### config.mk
export PLATFORM = sky130hd
export DESIGN_NAME = dtt_front
export DESIGN_NICKNAME = d
export VERILOG_FILES = /design/src/rtl/assert_macros.svh /design/src/rtl/dtt_pkg.sv /design/src/rtl/dtt_front.sv
export SDC_FILE = /design/constraint.sdc
export NUM_CORES = 1
export LEC_CHECK = 0
export ABC_AREA = 1
export BUFFER_PORTS_ARGS = -buffer_cell sky130_fd_sc_hd__buf_2
export CAP_MARGIN = 30
export CORE_MARGIN = 1.5
export CORE_UTILIZATION = 55
export DETAILED_ROUTE_END_ITERATION = 8
export PLACE_DENSITY = 0.82
export SYNTH_ARGS = -nofsm -noshare
export SYNTH_HDL_FRONTEND = slang
export SYNTH_SLANG_ARGS = --single-unit
export TNS_END_PERCENT = 100
### constraint.sdc
create_clock -name clk -period 6.5 [get_ports clk]
set_input_delay 0.975 -clock clk [delete_from_list [all_inputs] [get_ports clk]]
set_output_delay 0.975 -clock clk [all_outputs]
set_load 0.05 [all_outputs]
### src/rtl/assert_macros.svh
// Assertion helpers, clocked on clk and held off during rst
`ifndef ASSERT_MACROS_SVH
`define ASSERT_MACROS_SVH

// property that holds on every cycle out of reset
`define DTT_ALWAYS(lbl, cond, msg) \
  lbl: assert property (@(posedge clk) disable iff (rst) (cond)) else $error(msg);

// antecedent implies consequent on the same edge
`define DTT_IMPLY(lbl, ante, cons, msg) \
  lbl: assert property (@(posedge clk) disable iff (rst) (ante) |-> (cons)) else $error(msg);

// antecedent implies consequent on the following edge
`define DTT_NEXT(lbl, ante, cons, msg) \
  lbl: assert property (@(posedge clk) disable iff (rst) (ante) |=> (cons)) else $error(msg);

`endif

### src/rtl/dtt_pkg.sv
package dtt_pkg;

  localparam int TIMERS   = 32;
  localparam int DUR_BITS = 48;
  localparam int ID_W     = 5;
  localparam int CNT_W    = 6;
  localparam int TIME_W   = 64;

  // request codes
  localparam logic [2:0] REQ_CREATE = 3'd0;
  localparam logic [2:0] REQ_ONCE   = 3'd1;
  localparam logic [2:0] REQ_PER    = 3'd2;
  localparam logic [2:0] REQ_STOP   = 3'd3;
  localparam logic [2:0] REQ_DELETE = 3'd4;
  localparam logic [2:0] REQ_QUERY  = 3'd5;
  localparam logic [2:0] REQ_TICK   = 3'd6;
  localparam logic [2:0] REQ_BAD    = 3'd7;

  // result kinds
  localparam logic [1:0] KIND_ACK  = 2'd0;
  localparam logic [1:0] KIND_FIRE = 2'd1;
  localparam logic [1:0] KIND_IDLE = 2'd2;

  typedef struct packed {
    logic [2:0]          req_type;
    logic [ID_W-1:0]     timer_id;
    logic [DUR_BITS-1:0] duration_us;
  } req_t;

  typedef struct packed {
    logic [1:0]      result_kind;
    logic [ID_W-1:0] handle;
    logic            status;
    logic            is_active;
    logic            last;
  } res_t;

  // classified command handed from front to back
  typedef struct packed {
    logic [2:0]          op;
    logic [ID_W-1:0]     id;
    logic [DUR_BITS-1:0] dur;
  } cmd_t;

endpackage

### src/rtl/dtt_front.sv
module dtt_front (
  input  logic          clk,
  input  logic          rst,
  input  logic          push,
  output logic          full,
  input  dtt_pkg::req_t item,
  output logic          cmd_valid,
  input  logic          cmd_take,
  output dtt_pkg::cmd_t cmd
);
  import dtt_pkg::*;

  cmd_t       slot [2];
  logic       wp, rp;
  logic [1:0] cnt;
  cmd_t       cls;
  logic       wr, rd;

  // classify: zero period clamps to one
  always_comb begin
    cls.op  = item.req_type;
    cls.id  = item.timer_id;
    cls.dur = item.duration_us;
    if (item.req_type == REQ_PER && item.duration_us == '0) begin
      cls.dur = DUR_BITS'(1);
    end
  end

  assign full      = (cnt == 2'd2);
  assign cmd_valid = (cnt != 2'd0);
  assign cmd       = slot[rp];
  assign wr        = push && !full;
  assign rd        = cmd_take && cmd_valid;

  // two-entry command queue
  always_ff @(posedge clk) begin
    if (wr) begin
      slot[wp] <= cls;
    end
    if (rst) begin
      wp  <= 1'b0;
      rp  <= 1'b0;
      cnt <= 2'd0;
    end else begin
      if (wr) wp <= !wp;
      if (rd) rp <= !rp;
      cnt <= cnt + {1'b0, wr} - {1'b0, rd};
    end
  end

endmodule

==> flow_metrics.tcl <==
set metrics [dict create \
    outcome "completed" \
    synth_area_leader_cell "edfxtp_1" \
    timing.fmax_ghz 0.3213 \
    hold_violations 0 \
    wl_per_cell_um 15.35 \
    area_growth_pct 22.66 \
    antenna_found_initial 0 \
    cts_tree "built" \
    clockBufferDepth 2 \
    place_congestion 0.6966 \
    syn-num-nets 360 \
    synthTopCellsByArea "edfxtp_1 (70%), mux2_4 (12%), mux2_2 (3.7%)" \
    post_cts_resized 0 \
    hold_buffers 0 \
    row_count 33 \
    grt_pass1_vias 2390 \
    synth.distinct_cells 17 \
    grt_max_degree 57 \
    cap_violations 0 \
    dpl-instance-area_sq_mm 0.005328 \
    dp_worst_setup_slack_ns 3.822 \
    nNetsFinal 445 \
    cp.required_ns 5.52 \
    synth_cells 298 \
    setup_viol 0 \
    cp_max_fo 56 \
    setup-tns-final_ns 0 \
    drt-total-wl_mm 7.689 \
    cpMaxStageDelayCell "dfxtp_4" \
    max-slew-margin-rel 0.3607 \
    numPortBuffers 117 \
    final_layout_size_suffix_gt1_frac 0.5303 \
    start_kind "flip-flop" \
    grt_setup_unrepaired "no" \
    fin_crit_sh 0.4788 \
    antenna_left 0 \
    initial_core_util 0.5773 \
    firstDrtPassIters 4 \
    root_buffer "clkbuf_8" \
    max_stage_delay_ns 0.98 \
    n_antenna_cell 0 \
    synth.avg_cell_area_sq_um 16.16 \
    grt_pass1_wl_mm 11.27 \
    wl_met3_um 510 \
    crit_type "flip-flop to output pin" \
    routed_via_density 5.038 \
    met2WireLength_mm 3.939 \
    setup_ws_ns 3.388 \
    arrival_ns 2.14 \
    ys.warnings.count 0 \
    worstSkewPairLatency_ns 0.50 \
    nFillCells 556 \
    grt.overflow.total 0 \
    drt-met1-wl_mm 3.186 \
    irDropWorstVdd_mv 0.3558 \
    vias 2524 \
    grt_use_total 0.1718 \
    path_buf_inv 1 \
    total_power_mw 2.771 \
    endpoint_kind "output pin" \
    die_x_um 96.56 \
    worstPathCellList "mux2_2 -> buf_2" \
    post_cts_buffers 0 \
    hold_class "flip-flop to flip-flop" \
    worstMarginPinSlew_ns 0.9589 \
    drc 0 \
    cp_top_family "flip-flops" \
    cts_buffers 17 \
    netlist.area_leader.share 0.6985 \
    netlist_area_sq_mm 0.004815 \
    hpwl_mm 5.098 \
    synth_seq_area_share 0.7193 \
    period_needed_ns 3.112 \
    clk_pin_slew_ns 0.05 \
    dieArea_sq_mm 0.009324 \
    dr.first_iter.drc_count 67 \
    powerDensity_mw_per_mm2 469.2 \
    numClockSinks 117 \
    slew_violations 0 \
    ys_seq_elements 117 \
    ios 118 \
    core_sq_mm 0.008341 \
    p_leak_nw 2.317 \
    topRoutingLayerUsed "met4" \
    die_y_um 96.56 \
    htreeDepth 4 \
    skew_ns 0.004266 \
    stdcell_area_sq_mm 0.005906 \
]
per-stage QoR:
stage | cells | util | hold WS (ns)
after floorplan | 298 | - | 0.5143
after global placement | 469 | 0.6388 | 0.5142
after detailed placement | 469 | 0.6388 | 0.5370
after CTS | 501 | 0.7081 | 0.5463
after global routing | 501 | 0.7081 | 0.5689
final | 501 | 0.7081 | 0.5402
worst reg2reg max path: stages (launching register included):
cell     delay [ns]
dfxtp_1        0.44
o21ai_4        0.13
nor2_4         0.61
buf_4          0.50
metal layers:
layer,up-vias,global-route usage
met5,-,0
met1,1213,0.2062
met4,0,0.08696
li1,1208,-
met3,8,0.05321
met2,95,0.2803
kinds of logic after synthesis:
family	synth area share
buf+inv	0.05327
compound gates	0.004939
xor+xnor	0.001819
mux	0.1622
fa+ha+maj	0.005197
flops	0.7193
simple gates	0.05328
state kept, by name, summed over array words and instances (netlist names), named ones only:
| register | cells |
|---|---|
| cnt | 2 |
| rp | 1 |
| slot | 112 |
| wp | 1 |
path summary, 6_finish.rpt:
path / end / slack, ns / startpoint / cells after the start
max: cmd[1] / 3.39 / flip-flop / 2
min: flip-flop / 0.54 / rp / 2
max reg2reg: slot[0][14] / 4.47 / cnt[0] / 3
min reg2reg: flip-flop / 0.54 / rp / 2
synthesized netlist by cell type, drive strengths merged:
master,number
nor2,37
buf,6
o21ai,1
xnor2,1
edfxtp,112
or2,1
o21a,1
inv,5
dfxtp,5
clkbuf,47
nand2,18
ha,2
nand4,1
nor3b,5
mux2,56
layout make-up:
class / count / area (sq um) / share of cell area
sequential: 117 / 3467 / 0.5871
timing repair buffer: 119 / 600.6 / 0.1017
inverter: 5 / 18.77 / 0.003178
clock buffer: 18 / 417.9 / 0.07076
clock inverter: 14 / 160.2 / 0.02712
multi-input combinational: 123 / 1110 / 0.1879
tap: 105 / 131.4 / 0.02225
layout by cell type, fill, tap and decap left out, types with 3 or more instances in the layout:
master      count
buf_2         117
mux2_2         16
inv_1           5
clkinv_2        4
nor2_1         35
nor3b_1         5
clkinvlp_4      5
mux2_4         40
nand2_1        18
clkbuf_16      16
bufinv_16       3
edfxtp_1      112
dfxtp_1         4
where the power goes:
part	total (mW)	internal [mW]	switching, mW
Combinational	0.835	0.270	0.565
Clock	0.891	0.579	0.312
Sequential	1.05	0.963	0.0827
No activity file was read; power rests on OpenSTA's default activity.
