### src/rtl/assert_macros.svh
// Assertion helpers, clocked on clk and held off during rst
`ifndef ASSERT_MACROS_SVH
`define ASSERT_MACROS_SVH

// property that holds on every cycle out of reset
`define DTT_ALWAYS(lbl, cond, msg) \
  lbl: assert property (@(posedge clk) disable iff (rst) (cond)) else $error(msg);

// antecedent implies consequent on the same edge
`define DTT_IMPLY(lbl, ante, cons, msg) \
  lbl: assert property (@(posedge clk) disable iff (rst) (ante) |-> (cons)) else $error(msg);

// antecedent implies consequent on the following edge
`define DTT_NEXT(lbl, ante, cons, msg) \
  lbl: assert property (@(posedge clk) disable iff (rst) (ante) |=> (cons)) else $error(msg);

`endif

### src/rtl/dtt_pkg.sv
package dtt_pkg;

  localparam int TIMERS   = 32;
  localparam int DUR_BITS = 48;
  localparam int ID_W     = 5;
  localparam int CNT_W    = 6;
  localparam int TIME_W   = 64;

  // request codes
  localparam logic [2:0] REQ_CREATE = 3'd0;
  localparam logic [2:0] REQ_ONCE   = 3'd1;
  localparam logic [2:0] REQ_PER    = 3'd2;
  localparam logic [2:0] REQ_STOP   = 3'd3;
  localparam logic [2:0] REQ_DELETE = 3'd4;
  localparam logic [2:0] REQ_QUERY  = 3'd5;
  localparam logic [2:0] REQ_TICK   = 3'd6;
  localparam logic [2:0] REQ_BAD    = 3'd7;

  // result kinds
  localparam logic [1:0] KIND_ACK  = 2'd0;
  localparam logic [1:0] KIND_FIRE = 2'd1;
  localparam logic [1:0] KIND_IDLE = 2'd2;

  typedef struct packed {
    logic [2:0]          req_type;
    logic [ID_W-1:0]     timer_id;
    logic [DUR_BITS-1:0] duration_us;
  } req_t;

  typedef struct packed {
    logic [1:0]      result_kind;
    logic [ID_W-1:0] handle;
    logic            status;
    logic            is_active;
    logic            last;
  } res_t;

  // classified command handed from front to back
  typedef struct packed {
    logic [2:0]          op;
    logic [ID_W-1:0]     id;
    logic [DUR_BITS-1:0] dur;
  } cmd_t;

endpackage

### src/rtl/dtt_resq.sv
module dtt_resq (
  input  logic          clk,
  input  logic          rst,
  input  logic          wr,
  input  dtt_pkg::res_t wdata,
  output logic          qfull,
  output logic          empty,
  input  logic          pop,
  output dtt_pkg::res_t result
);
  import dtt_pkg::*;

  `include "assert_macros.svh"

  res_t       slot [2];
  logic       wp, rp;
  logic [1:0] cnt;
  logic       rd;

  assign qfull  = (cnt == 2'd2);
  assign empty  = (cnt == 2'd0);
  assign result = slot[rp];
  assign rd     = pop && !empty;

  // two-entry result queue
  always_ff @(posedge clk) begin
    if (wr && !qfull) begin
      slot[wp] <= wdata;
    end
    if (rst) begin
      wp  <= 1'b0;
      rp  <= 1'b0;
      cnt <= 2'd0;
    end else begin
      if (wr && !qfull) wp <= !wp;
      if (rd) rp <= !rp;
      cnt <= cnt + {1'b0, wr && !qfull} - {1'b0, rd};
    end
  end

  `DTT_ALWAYS(a_cnt_range, cnt != 2'd3, "result queue count out of range")
  `DTT_IMPLY(a_no_overrun, wr, !qfull, "beat written into full result queue")

endmodule

### config.mk
export PLATFORM = sky130hd
export DESIGN_NAME = dtt_resq
export DESIGN_NICKNAME = d
export VERILOG_FILES = /design/src/rtl/dtt_pkg.sv /design/src/rtl/dtt_resq.sv
export VERILOG_INCLUDE_DIRS = /design/src /design/src/rtl
export SDC_FILE = /design/constraint.sdc
export NUM_CORES = 1
export LEC_CHECK = 0
export BUFFER_PORTS_ARGS = -buffer_cell sky130_fd_sc_hd__buf_2
export CAP_MARGIN = 15
export CORE_MARGIN = 2
export CORE_UTILIZATION = 50
export CTS_BUF_LIST = sky130_fd_sc_hd__clkbuf_8
export CTS_CLUSTER_DIAMETER = 120
export CTS_CLUSTER_SIZE = 25
export DETAILED_ROUTE_END_ITERATION = 10
export PLACE_DENSITY_LB_ADDON = 0.2
export SYNTH_ARGS = -nofsm -noshare
export SYNTH_HDL_FRONTEND = slang
export SYNTH_SLANG_ARGS = --single-unit
### constraint.sdc
create_clock -name clk -period 2.89 [get_ports clk]
set_input_delay 0.1445 -clock clk [delete_from_list [all_inputs] [get_ports clk]]
set_output_delay 0.1445 -clock clk [all_outputs]
set_load 0.005 [all_outputs]
==> results_dict.tcl, run 1 <==
set metrics [dict create \
    dr.pass1.iters 4 \
    hold_violations 0 \
    cellLeakagePower_nw 0.475 \
    die_h_microns 47.7 \
    cp-end-kind "flip-flop" \
    grt_first_pass_wirelength_mm 2.15 \
    fin_util_pct 65.2 \
    grt_overflow 0 \
    swShare_pct 27.0 \
    synth_seq_area_share_pct 73.5 \
    clk_pin_slew_ps 80 \
    synth_seq_cells 25 \
    critPathLaunchType "flip-flop" \
    relSlewSlack_pct 68.3 \
    grt_max_degree 14 \
    crit_end "cnt[1]" \
    track_usage_pct 14.8 \
    crit_path_frequent_cell "ha_1" \
    cts_buffers 3 \
    routed_wl_mm 1.42 \
    fin_crit_sh_pct 55.3 \
    internal_power_mw 0.696 \
    setup_tns_ps 0 \
    layout_common_cells "25 x buf_2, 20 x edfxtp_1, 5 x mux2_1, 5 x mux2_2, 5 x dfxtp_1" \
    clockPowerShare_pct 20.1 \
    cts_tree "built" \
    drtAntennaViolNets 0 \
    ys_types 21 \
    worst-r2r-cell-count 8 \
    cts_resized 0 \
    netlist_area_sq_um 953 \
    syn2layout_area_growth_pct 20.6 \
    drive_gt1_share_pct 43.0 \
    dp_hpwl_mm 1.01 \
    cp_top_family "simple AND/OR/NAND/NOR gates" \
    startpoint "cnt[0]" \
    num_antenna_cells 0 \
    initial_core_util_pct 54.0 \
    finalSetupViolCount 0 \
    status "completed" \
    crit_type "flip-flop to flip-flop" \
    rsz0062_at_grt "no" \
    clockRootBuffer "clkbuf_8" \
    power_frac_comb_pct 26.3 \
    port-buffer-count 25 \
    fin_crit_ps 1600 \
    cts_num_sinks 25 \
    irDropWorstVdd_mv 0.532 \
    antenna_found_initial 0 \
    drc 0 \
    post_cts_buffers 0 \
    path_cells "nand2b_2 -> nand2_1 -> ha_1 -> inv_1 -> ha_1 -> xor2_1 -> and2_1 -> nor3_1" \
    cap_violations 0 \
    cts_buffer_depth 2 \
    rows 15 \
    worstHoldPathType "primary input to flip-flop" \
    hold_buffers 0 \
    switchingPower_mw 0.258 \
    num_vias 536 \
    fmax_mhz 626 \
    path_buf_inv 1 \
    cp_slowest_stage_delay_ps 390 \
    ys_warn_count 0 \
    grt_pass1_vias 545 \
    reg2reg_from "cnt[0]" \
    r2r_slack_ps 1290 \
    fin_skew_ps 5.02 \
    worst-path-max-fanout 4 \
    cp.required_ps 3080 \
    io_pins 26 \
    drt_iter0_drc 7 \
    fin_nets 103 \
    clk_latency_ps 260 \
    slowest_stage "dfxtp_1" \
    p_per_area_mw_per_mm2 830 \
    cp_num_cells 8 \
    final_common_cell "buf_2" \
    h-tree-depth 1 \
    worstMarginPinSlew_ps 474 \
    place.gp.congestion 0.658 \
    netlist_instances 58 \
    core_area_sq_mm 0.00176 \
    pwr-share-seq_pct 53.7 \
    syn_nets 74 \
    wl_per_cell_microns 12.8 \
    rr_endpoint "cnt[1]" \
    crit_arrival_ps 1790 \
    avgSynthCellArea_sq_um 16.4 \
    die_area_sq_mm 0.00227 \
    via_per_inst 4.83 \
    die_w_microns 47.7 \
    maxSlewViolCount 0 \
]
-- metrics by stage --
step | hold WS (ps) | setup slack [ps] | cells | total power [mW] | instance area (sq um)
2_1_floorplan | 214 | 1410 | 58 | 0.673 | 953
3_3_place_gp | 332 | 1340 | 107 | 0.765 | 1100
3_5_place_dp | 336 | 1320 | 107 | 0.774 | 1100
4_1_cts | 60.1 | 1290 | 111 | 0.969 | 1150
5_1_grt | 61.8 | 1150 | 111 | 1.01 | 1150
6_report | 64.0 | 1290 | 111 | 0.955 | 1150
-- cell type report --
class,instances,area (sq um)
multi-input cells,28,233
clock inverters,1,3.75
clock buffers,3,41.3
fillers,162,614
well taps,25,31.3
flip-flops and latches,25,701
repair buffers,25,125
inverters,4,15.0
-- per-layer routing --
layer	routed length, microns	share of wire (%)	GRT usage [%]	vias to the layer above
met5	0	0	0	-
met4	37	2.6	11.4	0
met3	61	4.3	3.40	4
met2	747	53	26.2	16
met1	570	40	14.9	250
li1	-	-	-	266
-- Yosys cell counts, drive strengths merged --
cell type,number,area (sq um)
o21a,1,8.76
xor2,1,8.76
nor2,4,15.0
a21oi,1,5.00
and3,1,7.51
nor2b,1,6.26
dfxtp,5,100
buf,1,5.00
nor3,1,5.00
ha,2,25.0
inv,4,15.0
edfxtp,20,601
nand2,1,3.75
mux2,10,113
xnor2,1,8.76
o21ai,1,5.00
and2,1,6.26
or3,1,6.26
nand2b,1,8.76
-- cell families after synthesis --
| family | Yosys count | share of synthesized area [%] |
|---|---|---|
| fa+ha+maj | 2 | 2.62 |
| xor+xnor | 2 | 1.84 |
| buf+inv | 5 | 2.10 |
| mux | 10 | 11.8 |
| flops | 25 | 73.5 |
| compound gates | 3 | 1.97 |
| simple gates | 11 | 6.17 |
-- power groups by stage --
stage	Clock, mW	Sequential, mW	Combinational, mW
after floorplan	0	0.491	0.182
after global placement	0	0.516	0.249
after CTS	0.200	0.513	0.257
final	0.192	0.512	0.251
after global routing	0.205	0.522	0.287
after detailed placement	0	0.521	0.254
-- sequential cells by signal (all words and copies together), names as in the netlist, named ones only --
signal / cells
wp: 1
cnt: 2
rp: 1
slot: 20
-- how the worst min path moves through the flow --
| stage | from | endpoint | slack, ps | cells past startpoint |
|---|---|---|---|---|
| 6_report | wdata[8] | slot[1][8] | 60 | 1 |
| 5_1_grt | wdata[8] | slot[1][8] | 60 | 1 |
| 4_1_cts | wdata[4] | slot[0][4] | 60 | 1 |
| 3_5_place_dp | wdata[4] | slot[0][4] | 340 | 1 |
| 3_3_place_gp | wdata[8] | slot[1][8] | 330 | 1 |
| 2_1_floorplan | rst | wp | 210 | 1 |
No activity file was read; power rests on OpenSTA's default activity.
==> inputs of run 2 (changes only) <==
==> constraint.sdc (replaced) <==
create_clock -name clk -period 1.6 [get_ports clk]
set_input_delay 0.08 -clock clk [delete_from_list [all_inputs] [get_ports clk]]
set_output_delay 0.08 -clock clk [all_outputs]
set_load 0.005 [all_outputs]
==> results_dict.tcl, run 2 (same netlist as run 1, synthesis figures left out) <==
set metrics [dict create \
    track_usage_pct 13.5 \
    cap_violations 0 \
    die_w_microns 47.7 \
    die_h_microns 47.7 \
    fin_util_pct 71.0 \
    crit_type "flip-flop to flip-flop" \
    cts_num_sinks 25 \
    worstMarginPinSlew_ps 469 \
    wl_per_cell_microns 12.1 \
    worstHoldPathType "primary input to flip-flop" \
    num_vias 563 \
    layout_common_cells "25 x buf_2, 20 x edfxtp_1, 5 x mux2_1, 5 x mux2_2, 5 x dlygate4sd3_1" \
    design_area_sq_mm 0.00125 \
    fin_skew_ps 2.09 \
    relSlewSlack_pct 68.7 \
    place_area_sq_mm 0.00112 \
    dr.pass1.iters 4 \
    drc 0 \
    via_per_inst 4.69 \
    fmax_mhz 642 \
    n_fill_cell 143 \
    cts_tree "built" \
    die_area_sq_mm 0.00227 \
    fin_crit_sh_pct 97.4 \
    routed_wl_mm 1.45 \
    crit_arrival_ps 1720 \
    grt_pass1_vias 455 \
    finalSetupViolCount 0 \
    setup_tns_ps 0 \
    grt_max_degree 15 \
    top_register "slot" \
    p_per_area_mw_per_mm2 1470 \
    reg_top3 "slot: 20 flops, cnt: 2 flops" \
    maxSlewViolCount 0 \
    fin_crit_ps 1560 \
    grt_overflow 0 \
    cp-end-kind "flip-flop" \
    irDropWorstVdd_mv 1.09 \
    h-tree-depth 1 \
    cp.required_ps 1760 \
    io_pins 26 \
    place.gp.congestion 0.647 \
    largest_reg_flops 20 \
    initial_core_util_pct 54.0 \
    dp_hpwl_mm 1.00 \
    port-buffer-count 25 \
    antenna_found_initial 0 \
    ff_latch_area_sq_um 706 \
    clockRootBuffer "clkbuf_8" \
    final_common_cell "buf_2" \
    critPathLaunchType "flip-flop" \
    hold_violations 0 \
    drive_gt1_share_pct 47.4 \
    drt_iter0_drc 5 \
    fin_nets 112 \
    cellLeakagePower_nw 0.520 \
    num_antenna_cells 0 \
    status "completed" \
    drtAntennaViolNets 0 \
    rows 15 \
    clk_pin_slew_ps 80 \
    syn2layout_area_growth_pct 31.4 \
    core_area_sq_mm 0.00176 \
    multi_input_comb_area_sq_um 249 \
    grt_first_pass_wirelength_mm 1.95 \
    worst-path-max-fanout 3 \
    cts_buffer_depth 2 \
    cts_buffers 3 \
    clk_latency_ps 260 \
]
## run 2: power by group
| group | internal, mW | switching (mW) |
|---|---|---|
| clock | 0.174 | 0.181 |
| sequential | 0.847 | 0.0910 |
| combinational | 0.319 | 0.224 |
| total | 1.34 | 0.496 |
## run 2: critical path, cell delays in order, from the launching register on
cell and delay [ps]:
dfxtp_4 370, o21a_4 220, ha_1 280, inv_1 50, ha_1 140, xor2_1 190, and2_1 170, nor3_2 40
## run 2: cell type report
type                       count  share of cell area (%)
timing repair buffer          34                    16.4
clock buffer                   3                    3.30
inverter                       4                    1.20
multi-input combinational     28                    19.9
clock inverter                 1                   0.400
sequential                    25                    56.3
tap                           25                    2.50
## run 2: routing by layer
metal  track usage (%)  part of all wire (%)  routed length [microns]
met3              2.26                   3.9                       56
met1              14.6                    41                      599
met5                 0                     0                        0
met4              9.73                   2.0                       29
met2              23.8                    53                      762
## run 2: per-stage QoR
stage	setup slack [ps]	std cells	power, mW	hold slack [ps]
after CTS	27.7	115	1.77	1.25
after global placement	77.1	109	1.40	268
after global routing	-16.9	120	1.95	0.778
final	41.9	120	1.84	8.73
after detailed placement	57.1	109	1.42	272
after floorplan	122	58	1.22	149
## run 2: worst paths after layout
kind	start	endpoint	slack [ps]	depth (start not counted)
setup / recovery	cnt[1]	cnt[1]	40	7
setup reg to reg	cnt[1]	cnt[1]	40	7
hold / removal	wdata[9]	slot[1][9]	9	1
hold reg to reg	wp	wp	520	2
## run 2: timing repair
item	in CTS	in global routing
hold buffers	2	3
endpoints found under the hold margin	4	6
setup endpoints to repair	0	1
buffers inserted	0	2
resized for setup	0	6
==> inputs of run 3 (changes only) <==
--- a/config.mk
+++ b/config.mk
@@ -6,15 +6,18 @@
 export SDC_FILE = /design/constraint.sdc
 export NUM_CORES = 1
 export LEC_CHECK = 0
-export BUFFER_PORTS_ARGS = -buffer_cell sky130_fd_sc_hd__buf_2
+export BUFFER_PORTS_ARGS = -buffer_cell sky130_fd_sc_hd__buf_4
 export CAP_MARGIN = 15
+export CELL_PAD_IN_SITES_DETAIL_PLACEMENT = 2
+export CELL_PAD_IN_SITES_GLOBAL_PLACEMENT = 2
 export CORE_MARGIN = 2
-export CORE_UTILIZATION = 50
+export CORE_UTILIZATION = 36
 export CTS_BUF_LIST = sky130_fd_sc_hd__clkbuf_8
 export CTS_CLUSTER_DIAMETER = 120
 export CTS_CLUSTER_SIZE = 25
 export DETAILED_ROUTE_END_ITERATION = 10
 export PLACE_DENSITY_LB_ADDON = 0.2
+export RECOVER_POWER = 50
 export SYNTH_ARGS = -nofsm -noshare
 export SYNTH_HDL_FRONTEND = slang
 export SYNTH_SLANG_ARGS = --single-unit
==> results_dict.tcl, run 3 (same netlist as run 1, synthesis figures left out) <==
set metrics [dict create \
    dr.pass1.iters 2 \
    die_w_microns 55.5 \
    finalSetupViolCount 0 \
    top_register "slot" \
    finalPower_mw 2.07 \
    clockRootBuffer "clkbuf_8" \
    fmax_mhz 643 \
    grt_overflow 0 \
    initial_core_util_pct 38.1 \
    reg2reg_from "cnt[0]" \
    cap_violations 0 \
    fin_crit_ps 1560 \
    track_usage_pct 17.0 \
    final_common_cell "edfxtp_1" \
    drt_iter0_drc 7 \
    rr_endpoint "cnt[1]" \
    reg_top3 "slot: 20 flops, cnt: 2 flops" \
    cts_buffers 3 \
    worst-path-max-fanout 4 \
    port-buffer-count 25 \
    fin_crit_sh_pct 97.2 \
    path_cells "o21a_4 -> ha_4 -> inv_1 -> ha_2 -> xor2_2 -> and2_4 -> nor3_2" \
    crit_arrival_ps 1720 \
    via_per_inst 4.78 \
    n_fill_cell 248 \
    worstHoldPathType "primary input to flip-flop" \
    die_area_sq_mm 0.00308 \
    fin_skew_ps 3.39 \
    crit_type "flip-flop to flip-flop" \
    core_area_sq_mm 0.00250 \
    grt_pass1_vias 734 \
    rsz0062_at_grt "yes" \
    die_h_microns 55.5 \
    cp.required_ps 1760 \
    relSlewSlack_pct 81.3 \
    maxSlewViolCount 0 \
    dp_hpwl_mm 1.50 \
    rows 18 \
    io_pins 26 \
    status "completed" \
    cts_buffer_depth 2 \
    fin_hold_ws_ps 11.9 \
    slowest_stage "dfxtp_4" \
    worst-r2r-cell-count 7 \
    cp_slowest_stage_delay_ps 370 \
    drtAntennaViolNets 0 \
    num_vias 626 \
    antenna_found_initial 0 \
    cts_tree "built" \
    fin_nets 118 \
    cts_num_sinks 25 \
    multi_input_comb_area_sq_um 277 \
    ff_latch_area_sq_um 709 \
    h-tree-depth 1 \
    grt_max_degree 15 \
    r2r_slack_ps 40 \
    syn2layout_area_growth_pct 46.9 \
    cp-end-kind "flip-flop" \
    routed_wl_mm 2.40 \
    num_antenna_cells 0 \
    crit_end "cnt[1]" \
    wl_per_cell_microns 18.3 \
    p_per_area_mw_per_mm2 1480 \
    grt_first_pass_wirelength_mm 3.84 \
    irDropWorstVdd_mv 0.931 \
    layout_common_cells "20 x edfxtp_1, 19 x buf_4, 10 x dlygate4sd3_1, 6 x clkbuf_1" \
    cellLeakagePower_nw 0.548 \
    fin_util_pct 56.0 \
    hold_violations 0 \
    clk_latency_ps 260 \
    drc 0 \
    largest_reg_flops 20 \
    clk_pin_slew_ps 90 \
    place.gp.congestion 0.635 \
    startpoint "cnt[0]" \
    drive_gt1_share_pct 45.5 \
    worstMarginPinSlew_ps 281 \
    critPathLaunchType "flip-flop" \
]
==> run 3: cell types whose count changed in the layout (fill, tap and decap cells not counted), moves of 2 or more <==
cell | before | now
clkbuf_1 | 0 | 6
buf_2 | 25 | 0
ha_1 | 2 | 0
dlygate4sd3_1 | 5 | 10
buf_4 | 4 | 19
clkbuf_4 | 0 | 4
==> run 3: cell type report <==
class	count	share of cell area, %
Sequential cell	25	50.7
Timing Repair Buffer	40	22.5
Multi-Input combinational cell	28	19.7
Clock buffer	3	2.95
Tap cell	30	2.68
Inverter	4	1.07
Clock inverter	1	0.357
==> run 3: per-stage QoR <==
step,setup WS (ps),setup TNS (ps),instance area [sq um],instances
finish,44.5,0,1400,131
global route,-24.5,-24.5,1400,131
CTS,3.54,0,1410,131
detailed placement,-41.2,-41.2,1190,113
global placement,72.3,0,1190,113
floorplan,122,0,953,58
==> run 3: per-layer routing <==
metal	vias to the layer above	part of all wire [%]	track usage, %
li1	291	-	-
met5	-	0	0
met3	2	2.7	3.04
met1	317	40	18.3
met4	0	0.42	6.27
met2	16	57	32.5
==> run 3: critical path, delay by kind of cell, from the launching register on <==
family                   cells  cell delay, ps
adder cells (fa/ha/maj)      2             420
flip-flops                   1             370
AO/OA/AOI/OAI                1             230
AND/OR/NAND/NOR              2             200
XOR/XNOR                     1             170
buffers and inverters        1              60
==> run 3: timing repair <==
action                     CTS  global route
buffers inserted             4             0
cloned                       0             0
hold endpoints to repair    17             0
setup endpoints to repair    1             6
hold buffers                10             0
resized for setup            9             4
pin swaps                    3             1
==> run 3: how the worst min path moves through the flow <==
stage	startpoint	endpoint	slack, ps	depth (start not counted)
after detailed placement	wdata[6]	slot[0][6]	270	1
final	rst	cnt[1]	10	2
after global placement	wdata[5]	slot[0][5]	270	1
after floorplan	rst	wp	150	1
after global routing	rst	cnt[1]	20	2
after CTS	rst	cnt[1]	10	2
==> run 3: power breakdown <==
part	internal (mW)	leakage, nW	total (mW)	switching, mW
combinational	0.448	0.293	0.740	0.293
clock	0.174	0.0255	0.366	0.193
sequential	0.854	0.230	0.964	0.110
